==> config.mk <==
export PLATFORM = sky130hd
export DESIGN_NAME = strs_ctrl
export DESIGN_NICKNAME = d
export VERILOG_FILES = /design/src/sv/strs_pkg.sv /design/src/sv/strs_ctrl.sv
export SDC_FILE = /design/constraint.sdc
export NUM_CORES = 1
export LEC_CHECK = 0
export ABC_AREA = 1
export BUFFER_PORTS_ARGS = -buffer_cell sky130_fd_sc_hd__buf_2
export CAP_MARGIN = 5
export CORE_AREA = 2 2 39 41
export DETAILED_ROUTE_END_ITERATION = 7
export DIE_AREA = 0 0 41 43
export HOLD_SLACK_MARGIN = 0.06
export PLACE_DENSITY = 0.39
export SETUP_SLACK_MARGIN = 0.5
export SLEW_MARGIN = 20
export SYNTH_ARGS = -nofsm -noshare
export SYNTH_HDL_FRONTEND = slang
export SYNTH_SLANG_ARGS = --single-unit
export TNS_END_PERCENT = 20
==> constraint.sdc <==
create_clock -name clk -period 2.4 [get_ports clk]
set_clock_uncertainty 0.05 [all_clocks]
set_input_delay 0.36 -clock clk [delete_from_list [all_inputs] [get_ports clk]]
set_output_delay 0.36 -clock clk [all_outputs]
set_load 0.02 [all_outputs]
==> src/sv/strs_pkg.sv <==
`timescale 1ns / 1ps
// Package for the sorted table range search block.
// Holds shared widths, codes, the controller state type and the command/status structs.
// Depends on nothing.
package strs_pkg;

    localparam int DATA_W = 32;
    localparam int IDX_W  = 11;
    localparam int SLOT_W = 10;

    typedef logic [IDX_W-1:0] idx_t;

    // Index value that marks "no hit" (reads as -1 on the signed ports).
    localparam idx_t NO_HIT = '1;

    // Operation codes carried by the func field of a request.
    typedef enum logic {
        FUNC_LOAD  = 1'b0,
        FUNC_QUERY = 1'b1
    } func_t;

    // Controller states.
    typedef enum logic [1:0] {
        S_IDLE,
        S_READ,
        S_CMP,
        S_DONE
    } state_t;

    // Commands from the controller to the datapath.
    typedef struct packed {
        logic load;
        logic start;
        logic read;
        logic update;
        logic publish;
    } dp_cmd_t;

    // Status from the datapath to the controller.
    typedef struct packed {
        logic busy;
        logic out_free;
    } dp_status_t;

endpackage

==> src/sv/strs_ctrl.sv <==
`timescale 1ns / 1ps
// Controller state machine for the sorted table range search.
// Depends on strs_pkg (state type, command and status structs).
module strs_ctrl
    import strs_pkg::*;
(
    input  logic       clk,
    input  logic       rst_n,
    input  logic       in_valid,
    input  logic       in_func,
    output logic       in_ready,
    output dp_cmd_t    cmd,
    input  dp_status_t status
);

    state_t state_reg;
    state_t state_next;

    // State register.
    always_ff @(posedge clk or negedge rst_n)
    begin
        if (!rst_n)
        begin
            state_reg <= S_IDLE;
        end
        else
        begin
            state_reg <= state_next;
        end
    end

    // Next state.
    always_comb
    begin
        state_next = state_reg;
        case (state_reg)
            S_IDLE:
            begin
                if (in_valid && (in_func == FUNC_QUERY))
                begin
                    state_next = S_READ;
                end
            end
            S_READ:
            begin
                // Once both ranges close, the answer is ready.
                if (status.busy)
                begin
                    state_next = S_CMP;
                end
                else
                begin
                    state_next = S_DONE;
                end
            end
            S_CMP:
            begin
                state_next = S_READ;
            end
            S_DONE:
            begin
                if (status.out_free)
                begin
                    state_next = S_IDLE;
                end
            end
            default:
            begin
                state_next = S_IDLE;
            end
        endcase
    end

    // Outputs.
    always_comb
    begin
        in_ready    = 1'b0;
        cmd         = '0;
        case (state_reg)
            S_IDLE:
            begin
                in_ready  = 1'b1;
                cmd.load  = in_valid && (in_func == FUNC_LOAD);
                cmd.start = in_valid && (in_func == FUNC_QUERY);
            end
            S_READ:
            begin
                cmd.read = status.busy;
            end
            S_CMP:
            begin
                cmd.update = 1'b1;
            end
            S_DONE:
            begin
                cmd.publish = status.out_free;
            end
            default:
            begin
                in_ready = 1'b0;
            end
        endcase
    end

endmodule

==> out/metrics.cfg, run 1 <==
[run_status]
status=completed

[synth]
synth-simple-area-share_pct=45.7
synth-xor-area-share_pct=0
syn-instance-count=20
syn-mean-instance-area_sq_um=6.57
ys_seq_elements=2
synth_area_leaders=dfrtp_1 38%, nand2_1 17%, inv_1 8.6%
synthMuxAreaShare_pct=0
yosysSeqAreaShare_pct=38.1
syn-num-nets=26
synth.yosys.warnings=0
synth_area_leader_cell=dfrtp_1
synth.distinct_cells=10
synth_top_family_by_area=simple AND/OR/NAND/NOR gates
syn_area_sq_um=131
synthAdderAreaFrac_pct=0
synth_compound_area_share_pct=7.62
yosys.area.top_type_share_pct=38.1

[clock_tree]
clock-root-buffer=clkbuf_4
cts.sinks=2
path_clk_slew_ns=0.03
insertion_delay_ns=0.22
cts_buffers=3
cts_tree=done
cts.path.max_buffers=2
htreeDepth=1

[setup_path]
r2r_start=state_reg[0]
regToRegSetupSlack_ns=1.48
slowest_delay_ns=0.43
r2r_end=state_reg[0]
cp_max_fo=7
slowest_stage=dfrtp_1
path_class=flip-flop to output pin
cp_cell_sequence=nor2_2 > nand2_1 > nor2_1 > buf_2
cp.required_ns=1.99
crit_family=flip-flops
path_buf_inv=1
start_kind=flip-flop
critPathCaptureType=output pin
arrival_ns=1.11
r2r_cells=4

[grt]
antenna_found_initial=0
grt_max_degree=8
grt_pass1_vias=167
grt_first_pass_wirelength_microns=545
grt_overflow=0
grt.total_usage_pct=5.02

[floorplan]
die_h_microns=43
die_area_sq_um=1760
io_pins=12
start_util_pct=9.49
core_area_sq_um=1380
num_rows=14
die_x_microns=41

[sta]
final-hold-violation-count=0
rsz0062_at_grt=no
fin_crit_sh_pct=63.3
tns_ns=0
fmax_mhz=658
period_needed_ns=1.52
setup_viol=0
finalMaxSlewViolations=0
worstMarginPinSlew_ns=0.213
slew_headroom_pct=85.8
timing.final.ws_setup_ns=0.881

[detailed_routing]
drt-wirelength-per-cell_microns=7.31
drtIter0Drc=0
via_per_inst=3.29
ant_nets=0
drtPass1Iterations=1
drt_wl_total_microns=373
drc=0
vias=168

[min_path]
hp-start=status[0]
holdPathStages=2
hold_path_class=input port to flip-flop
holdPathEnd=state_reg[1]

[cells_and_area]
largest_reg_flops=2
drive_gt1_share_pct=45.7
finalNonFillerCells=51
antenna_cells=0
nNetsFinal=43
finish.utilization_pct=17.3
area_growth_pct=81.9

[power_and_ir_drop]
powerDensity_nw_per_um2=1230
power.total_uw=294
leakage_nw=0.137
peakVddDrop_mv=0.161

[placed_design]
dpl.hpwl_microns=311
io_buffers=11
dpl_worst_slack_ns=1.12
gp_congestion=0.644
dp.cells=47

[run]
cap_violations=0

metrics by stage:
stage / cell area, sq um / hold slack [ns]
CTS: 239 / 0.274
detailed placement: 206 / 0.0994
global placement: 206 / 0.0989
floorplan: 131 / 0.0144
global route: 239 / 0.295
finish: 239 / 0.281
layout by cell type (no fill, tap or decap), drive strengths merged:
cell type,n
inv,3
nor3,2
dfrtp,2
nor2,4
dlygate4sd3,1
nand3,1
clkbuf,3
o21ai,1
nand2,6
a21oi,1
buf,11
final cells by class:
type / count / area [sq um]
clock buffers: 3 / 22.5
well taps: 16 / 20.0
repair buffers: 12 / 65.1
multi-input cells: 15 / 70.1
fillers: 166 / 1140
flip-flops and latches: 2 / 50.0
inverters: 3 / 11.3
kinds of logic after synthesis:
| kind of cell | count (synthesis) |
|---|---|
| DFF | 2 |
| AOI/OAI and AO/OA | 2 |
| and+or+nand+nor | 13 |
| buffers and inverters | 3 |
how the worst max path moves through the flow:
| stage | slack (ns) | start | cells past startpoint | to |
|---|---|---|---|---|
| final | 0.88 | state_reg[0] | 4 | cmd[4] |
| after global routing | 0.76 | state_reg[0] | 4 | cmd[4] |
| after detailed placement | 1.12 | state_reg[0] | 4 | cmd[4] |
| after global placement | 1.10 | state_reg[0] | 4 | cmd[4] |
| after floorplan | 0.93 | state_reg[0] | 3 | cmd[4] |
| after CTS | 0.86 | state_reg[0] | 4 | cmd[4] |
routing by layer:
metal	wire [microns]	global-route usage (%)	vias up
met1	117	4.18	71
li1	-	-	93
met3	36	1.57	0
met4	0	6.00	0
met2	218	7.81	4
met5	0	0	-
repair_timing:
action / in CTS / in global routing
hold buffers: 1 / 0
hold endpoints to repair: 2 / 0
gates resized for setup: 0 / 0
buffers inserted: 0 / 0
setup endpoints to repair: 0 / 0
power breakdown:
| part | total [mW] | internal [mW] | switching, mW |
|---|---|---|---|
| registers | 0.0821 | 0.0515 | 0.0306 |
| logic | 0.139 | 0.0497 | 0.0893 |
| clock network | 0.0731 | 0.0551 | 0.0180 |
| total | 0.294 | 0.156 | 0.138 |
cells in the mapped netlist (all sizes together):
library cell and instances:
a21oi 1, dfrtp 2, inv 3, nand2 6
nand3 1, nor2 4, nor3 2, o21ai 1
Power figures use the tool's default switching activity.
==> run 2: changes to the inputs <==
- clock period: 2.4 -> 1.5 ns (I/O delays scaled with it)
==> out/metrics.cfg, run 2 (synthesis gave the netlist of run 1 again) <==
[grt]
antenna_found_initial=0  ; unchanged
grt_use_met1_pct=6.47  ; +2.3 points
gr-usage-met3_pct=3.14  ; +1.6 points
grt_first_pass_wirelength_microns=662  ; +21%
busiest_layer=met2
grt.total_usage_pct=6.04  ; +1.0 points
grt_use_met2_pct=7.81  ; unchanged
grt_max_degree=7  ; -1
grt_overflow=0  ; unchanged
grt_pass1_vias=196  ; +17%

[run]
cap_violations=0  ; unchanged

[clock_tree]
clock-root-buffer=clkbuf_4
htreeDepth=1  ; unchanged
cts.path.max_buffers=2  ; unchanged
cts.sinks=2  ; unchanged
insertion_delay_ns=0.23  ; about the same
path_clk_slew_ns=0.04  ; about the same
cts_tree=done
cts_buffers=3  ; unchanged

[power_and_ir_drop]
powerDensity_nw_per_um2=2040  ; +66%
peakVddDrop_mv=0.599  ; +270%
leakage_nw=0.150  ; +9.3%

[sta]
fmax_mhz=742
worstMarginPinSlew_ns=0.172  ; -0.0407 ns
slew_headroom_pct=88.5  ; +2.7 points
rsz0062_at_grt=yes
tns_ns=0  ; unchanged
setup_viol=0  ; unchanged
period_needed_ns=1.35
final-hold-violation-count=0  ; unchanged
finalMaxSlewViolations=0  ; unchanged
fin_crit_sh_pct=89.8

[detailed_routing]
drt-wirelength-per-cell_microns=7.31  ; about the same
drt_wl_total_microns=395  ; +5.9%
drc=0  ; unchanged
via_per_inst=3.46  ; +5.1%
ant_nets=0  ; unchanged
drtPass1Iterations=2  ; +1
drtIter0Drc=2  ; +2
vias=187  ; +11%

[setup_path]
crit_top_cell=nor2_4
crit_end=cmd[4]
r2r_end=state_reg[0]
cp_cell_sequence=nor2_4 > nand2_2 > nor2_4 > buf_6
cp_max_fo=6  ; -1
cp.required_ns=1.22  ; -0.77 ns
slowest_stage=dfrtp_2
r2r_cells=4  ; unchanged
start_kind=flip-flop
r2r_start=state_reg[0]
cp.depth=4  ; unchanged
crit_family=flip-flops
slowest_delay_ns=0.45  ; +0.02 ns
path_buf_inv=1  ; unchanged
arrival_ns=1.07  ; -0.04 ns
regToRegSetupSlack_ns=0.57  ; -0.91 ns
crit_path_start=state_reg[0]
critPathCaptureType=output pin
path_class=flip-flop to output pin

[placed_design]
gp_congestion=0.594  ; -7.8%
io_buffers=11  ; unchanged
place_area_sq_um=234  ; +13%
dpl.hpwl_microns=273  ; -12%

[floorplan]
die_area_sq_um=1760  ; unchanged
start_util_pct=9.49  ; unchanged
die_x_microns=41  ; unchanged
num_rows=14  ; unchanged
core_area_sq_um=1380  ; unchanged
die_h_microns=43  ; unchanged
io_pins=12  ; unchanged

[cells_and_area]
area_growth_pct=127
drive_gt1_share_pct=65.8  ; +20 points
nNetsFinal=45  ; +4.7%
antenna_cells=0  ; unchanged
final_design_area_no_fill_sq_um=298  ; +25%
final_cell_mix=8 x buf_2, 5 x nand2_1, 4 x buf_4
largest_reg_flops=2  ; unchanged
final_common_cell=buf_2
finish.utilization_pct=21.5  ; +4.2 points

[min_path]
hold_path_class=input port to flip-flop

[run_status]
status=completed

[run 2: changes by cell type in the layout (fill, tap and decap cells not counted), moves of 2 or more]
cell,previous run,this run
inv_2,0,2
buf_4,0,4
buf_2,11,8
dfrtp_1,2,0
dfrtp_2,0,2
nor2_4,0,2
inv_1,3,1
[run 2: cell type report]
cell class,count,area [sq um]
Fill cell,153,1090
Multi-Input combinational cell,15,96.3
Clock buffer,4,26.3
Sequential cell,2,52.6
Tap cell,16,20.0
Inverter,3,11.3
Timing Repair Buffer,14,91.3
[run 2: report_power, final]
part	leakage (nW)	total (mW)	switching (mW)	internal, mW
clock	0.0150	0.133	0.0345	0.0990
combinational	0.114	0.318	0.175	0.143
sequential	0.0214	0.157	0.0691	0.0881
[run 2: how the worst min path moves through the flow]
| stage | start | to | slack, ns | depth (start not counted) |
|---|---|---|---|---|
| 5_1_grt | status[0] | state_reg[1] | 0.13 | 2 |
| 4_1_cts | status[0] | state_reg[1] | 0.12 | 2 |
| 2_1_floorplan | rst_n | state_reg[0] | -0.12 | 0 |
| 6_report | status[0] | state_reg[1] | 0.13 | 2 |
| 3_5_place_dp | rst_n | state_reg[0] | -0.04 | 1 |
| 3_3_place_gp | rst_n | state_reg[0] | -0.04 | 1 |
[run 2: per-layer routing]
layer | part of all wire, % | vias up
met5 | 0 | -
met4 | 0 | 0
met3 | 7.3 | 0
met2 | 39 | 10
met1 | 53 | 75
li1 | - | 102
[run 2: repair_timing]
| item | in CTS | in global routing |
|---|---|---|
| buffers inserted | 2 | 0 |
| endpoints found under the setup margin | 6 | 6 |
| pin swaps | 3 | 0 |
| gates resized for setup | 7 | 0 |
| hold endpoints to repair | 2 | 0 |
| hold buffers | 1 | 0 |
[run 2: through the flow]
step / setup slack, ns / hold slack (ns) / instances / power (mW)
final: 0.153 / 0.134 / 54 / 0.609
after global routing: 0.0879 / 0.126 / 54 / 0.666
after CTS: 0.133 / 0.123 / 54 / 0.621
after detailed placement: 0.254 / -0.0385 / 47 / 0.409
after global placement: 0.248 / -0.0388 / 47 / 0.410
after floorplan: 0.337 / -0.121 / 20 / 0.328
==> run 3: changes to the inputs <==
--- a/config.mk
+++ b/config.mk
@@ -10,4 +10,5 @@
 export CAP_MARGIN = 5
 export CORE_AREA = 2 2 39 41
+export CTS_BUF_LIST = sky130_fd_sc_hd__clkbuf_16
 export DETAILED_ROUTE_END_ITERATION = 7
 export DIE_AREA = 0 0 41 43
--- a/constraint.sdc
+++ b/constraint.sdc
@@ -3,3 +3,3 @@
 set_input_delay 0.225 -clock clk [delete_from_list [all_inputs] [get_ports clk]]
 set_output_delay 0.225 -clock clk [all_outputs]
-set_load 0.02 [all_outputs]
+set_load 0.005 [all_outputs]
==> out/metrics.cfg, run 3 (synthesis gave the netlist of run 1 again) <==
[sta]
slew_headroom_pct=90.8  ; +2.2 points
setup_viol=0  ; unchanged
fin_crit_sh_pct=87.5  ; -2.3 points
finalMaxSlewViolations=0  ; unchanged
tns_ns=0  ; unchanged
final-hold-violation-count=0  ; unchanged
rsz0062_at_grt=yes
fmax_mhz=762  ; +2.7%
period_needed_ns=1.31  ; -0.0348 ns
worstMarginPinSlew_ns=0.137  ; -0.0345 ns

[clock_tree]
htreeDepth=1  ; unchanged
cts.path.max_buffers=2  ; unchanged
path_clk_slew_ns=0.03  ; about the same
cts_tree=done
cts_buffers=3  ; unchanged
insertion_delay_ns=0.22  ; about the same
cts.sinks=2  ; unchanged
clock-root-buffer=clkbuf_16

[grt]
antenna_found_initial=0  ; unchanged
grt_first_pass_wirelength_microns=565  ; -15%
grt.total_usage_pct=5.72  ; -0.31 points
grt_pass1_vias=159  ; -19%
grt_overflow=0  ; unchanged
grt_max_degree=8  ; +1

[setup_path]
path_class=flip-flop to output pin
arrival_ns=1.04  ; -0.03 ns
critPathCaptureType=output pin
cp_max_fo=6  ; unchanged
crit_path_start=state_reg[0]
start_kind=flip-flop
cp.required_ns=1.22  ; about the same
r2r_start=state_reg[0]

[floorplan]
io_pins=12  ; unchanged
start_util_pct=9.49  ; unchanged
die_x_microns=41  ; unchanged
die_area_sq_um=1760  ; unchanged
core_area_sq_um=1380  ; unchanged
num_rows=14  ; unchanged
die_h_microns=43  ; unchanged

[power_and_ir_drop]
peakVddDrop_mv=0.574  ; -4.2%
powerDensity_nw_per_um2=2440  ; +19%
leakage_nw=0.174  ; +16%
power.total_uw=783  ; +29%

[run]
cap_violations=0  ; unchanged

[cells_and_area]
multi_input_area_sq_um=75.1  ; -22%
largest_reg_flops=2  ; unchanged
drive_gt1_share_pct=55.3  ; -11 points
fillers=160  ; +4.6%
antenna_cells=0  ; unchanged
seqCellArea_sq_um=52.6  ; unchanged
final_cell_mix=11 x buf_2, 6 x nand2_1
area_growth_pct=145
nNetsFinal=46  ; +2.2%
final_common_cell=buf_2

[detailed_routing]
drc=0  ; unchanged
drt-wirelength-per-cell_microns=8.39  ; +15%
drtPass1Iterations=1  ; -1
drt_wl_total_microns=453  ; +15%
via_per_inst=3.37  ; -2.7%
vias=182  ; -2.7%
ant_nets=0  ; unchanged
drtIter0Drc=0  ; -2

[placed_design]
io_buffers=11  ; unchanged
gp_congestion=0.665  ; +12%

[min_path]
hold_path_class=input port to flip-flop
hp-start=status[0]

[run_status]
status=completed

-- run 3: cell types whose count changed in the layout (fill, tap and decap cells not counted), moves of 2 or more --
cell / before / now
buf_2: 8 / 11
inv_1: 1 / 3
clkbuf_16: 0 / 3
inv_2: 2 / 0
clkbuf_4: 3 / 0
-- run 3: worst max-delay path, stage by stage, from the launching register on --
cell and delay, ns:
dfrtp_2 0.44, nor2_4 0.13, nand2_1 0.06, nor2_1 0.08, buf_2 0.11
-- run 3: per-layer routing --
metal / track usage [%] / up-vias / routed length, microns
met5: 0 / - / 0
met2: 7.81 / 5 / 237
met3: 3.14 / 0 / 41
met4: 8.00 / 0 / 0
met1: 4.50 / 79 / 174
li1: - / 98 / -
-- run 3: layout make-up --
type | count | share of cell area (%)
sequential | 2 | 16.3
tap | 16 | 6.23
timing repair buffer | 15 | 27.2
clock buffer | 3 | 23.3
multi-input combinational | 15 | 23.3
inverter | 3 | 3.50
-- run 3: worst paths after layout --
path / endpoint / slack (ns) / depth (start not counted)
max: cmd[4] / 0.19 / 4
min: state_reg[1] / 0.15 / 2
max reg2reg: state_reg[0] / 0.49 / 5
min reg2reg: state_reg[1] / 0.49 / 1
max in group asynchronous: state_reg[1] / 1.02 / 2
min in group asynchronous: state_reg[0] / 0.27 / 2
-- run 3: what timing repair did --
item | CTS | global route
cloned | 0 | 0
gates resized for setup | 3 | 0
endpoints found under the setup margin | 6 | 7
pin swaps | 0 | 1
setup buffers | 1 | 2
endpoints found under the hold margin | 2 | 0
hold buffers | 1 | 0
-- run 3: where the power goes --
| part | switching (mW) | total (mW) | internal (mW) |
|---|---|---|---|
| combinational | 0.107 | 0.238 | 0.131 |
| clock | 0.0603 | 0.399 | 0.339 |
| sequential | 0.0573 | 0.145 | 0.0881 |
-- run 3: stage by stage --
step	utilization (%)	hold WS, ns	cell area, sq um	std cells	setup slack [ns]
2_1_floorplan	-	-0.121	131	20	0.485
3_3_place_gp	14.9	-0.0369	206	47	0.386
3_5_place_dp	14.9	-0.0377	206	47	0.380
4_1_cts	22.2	0.145	307	52	0.188
5_1_grt	23.2	0.152	322	54	0.142
6_report	23.2	0.145	322	54	0.187
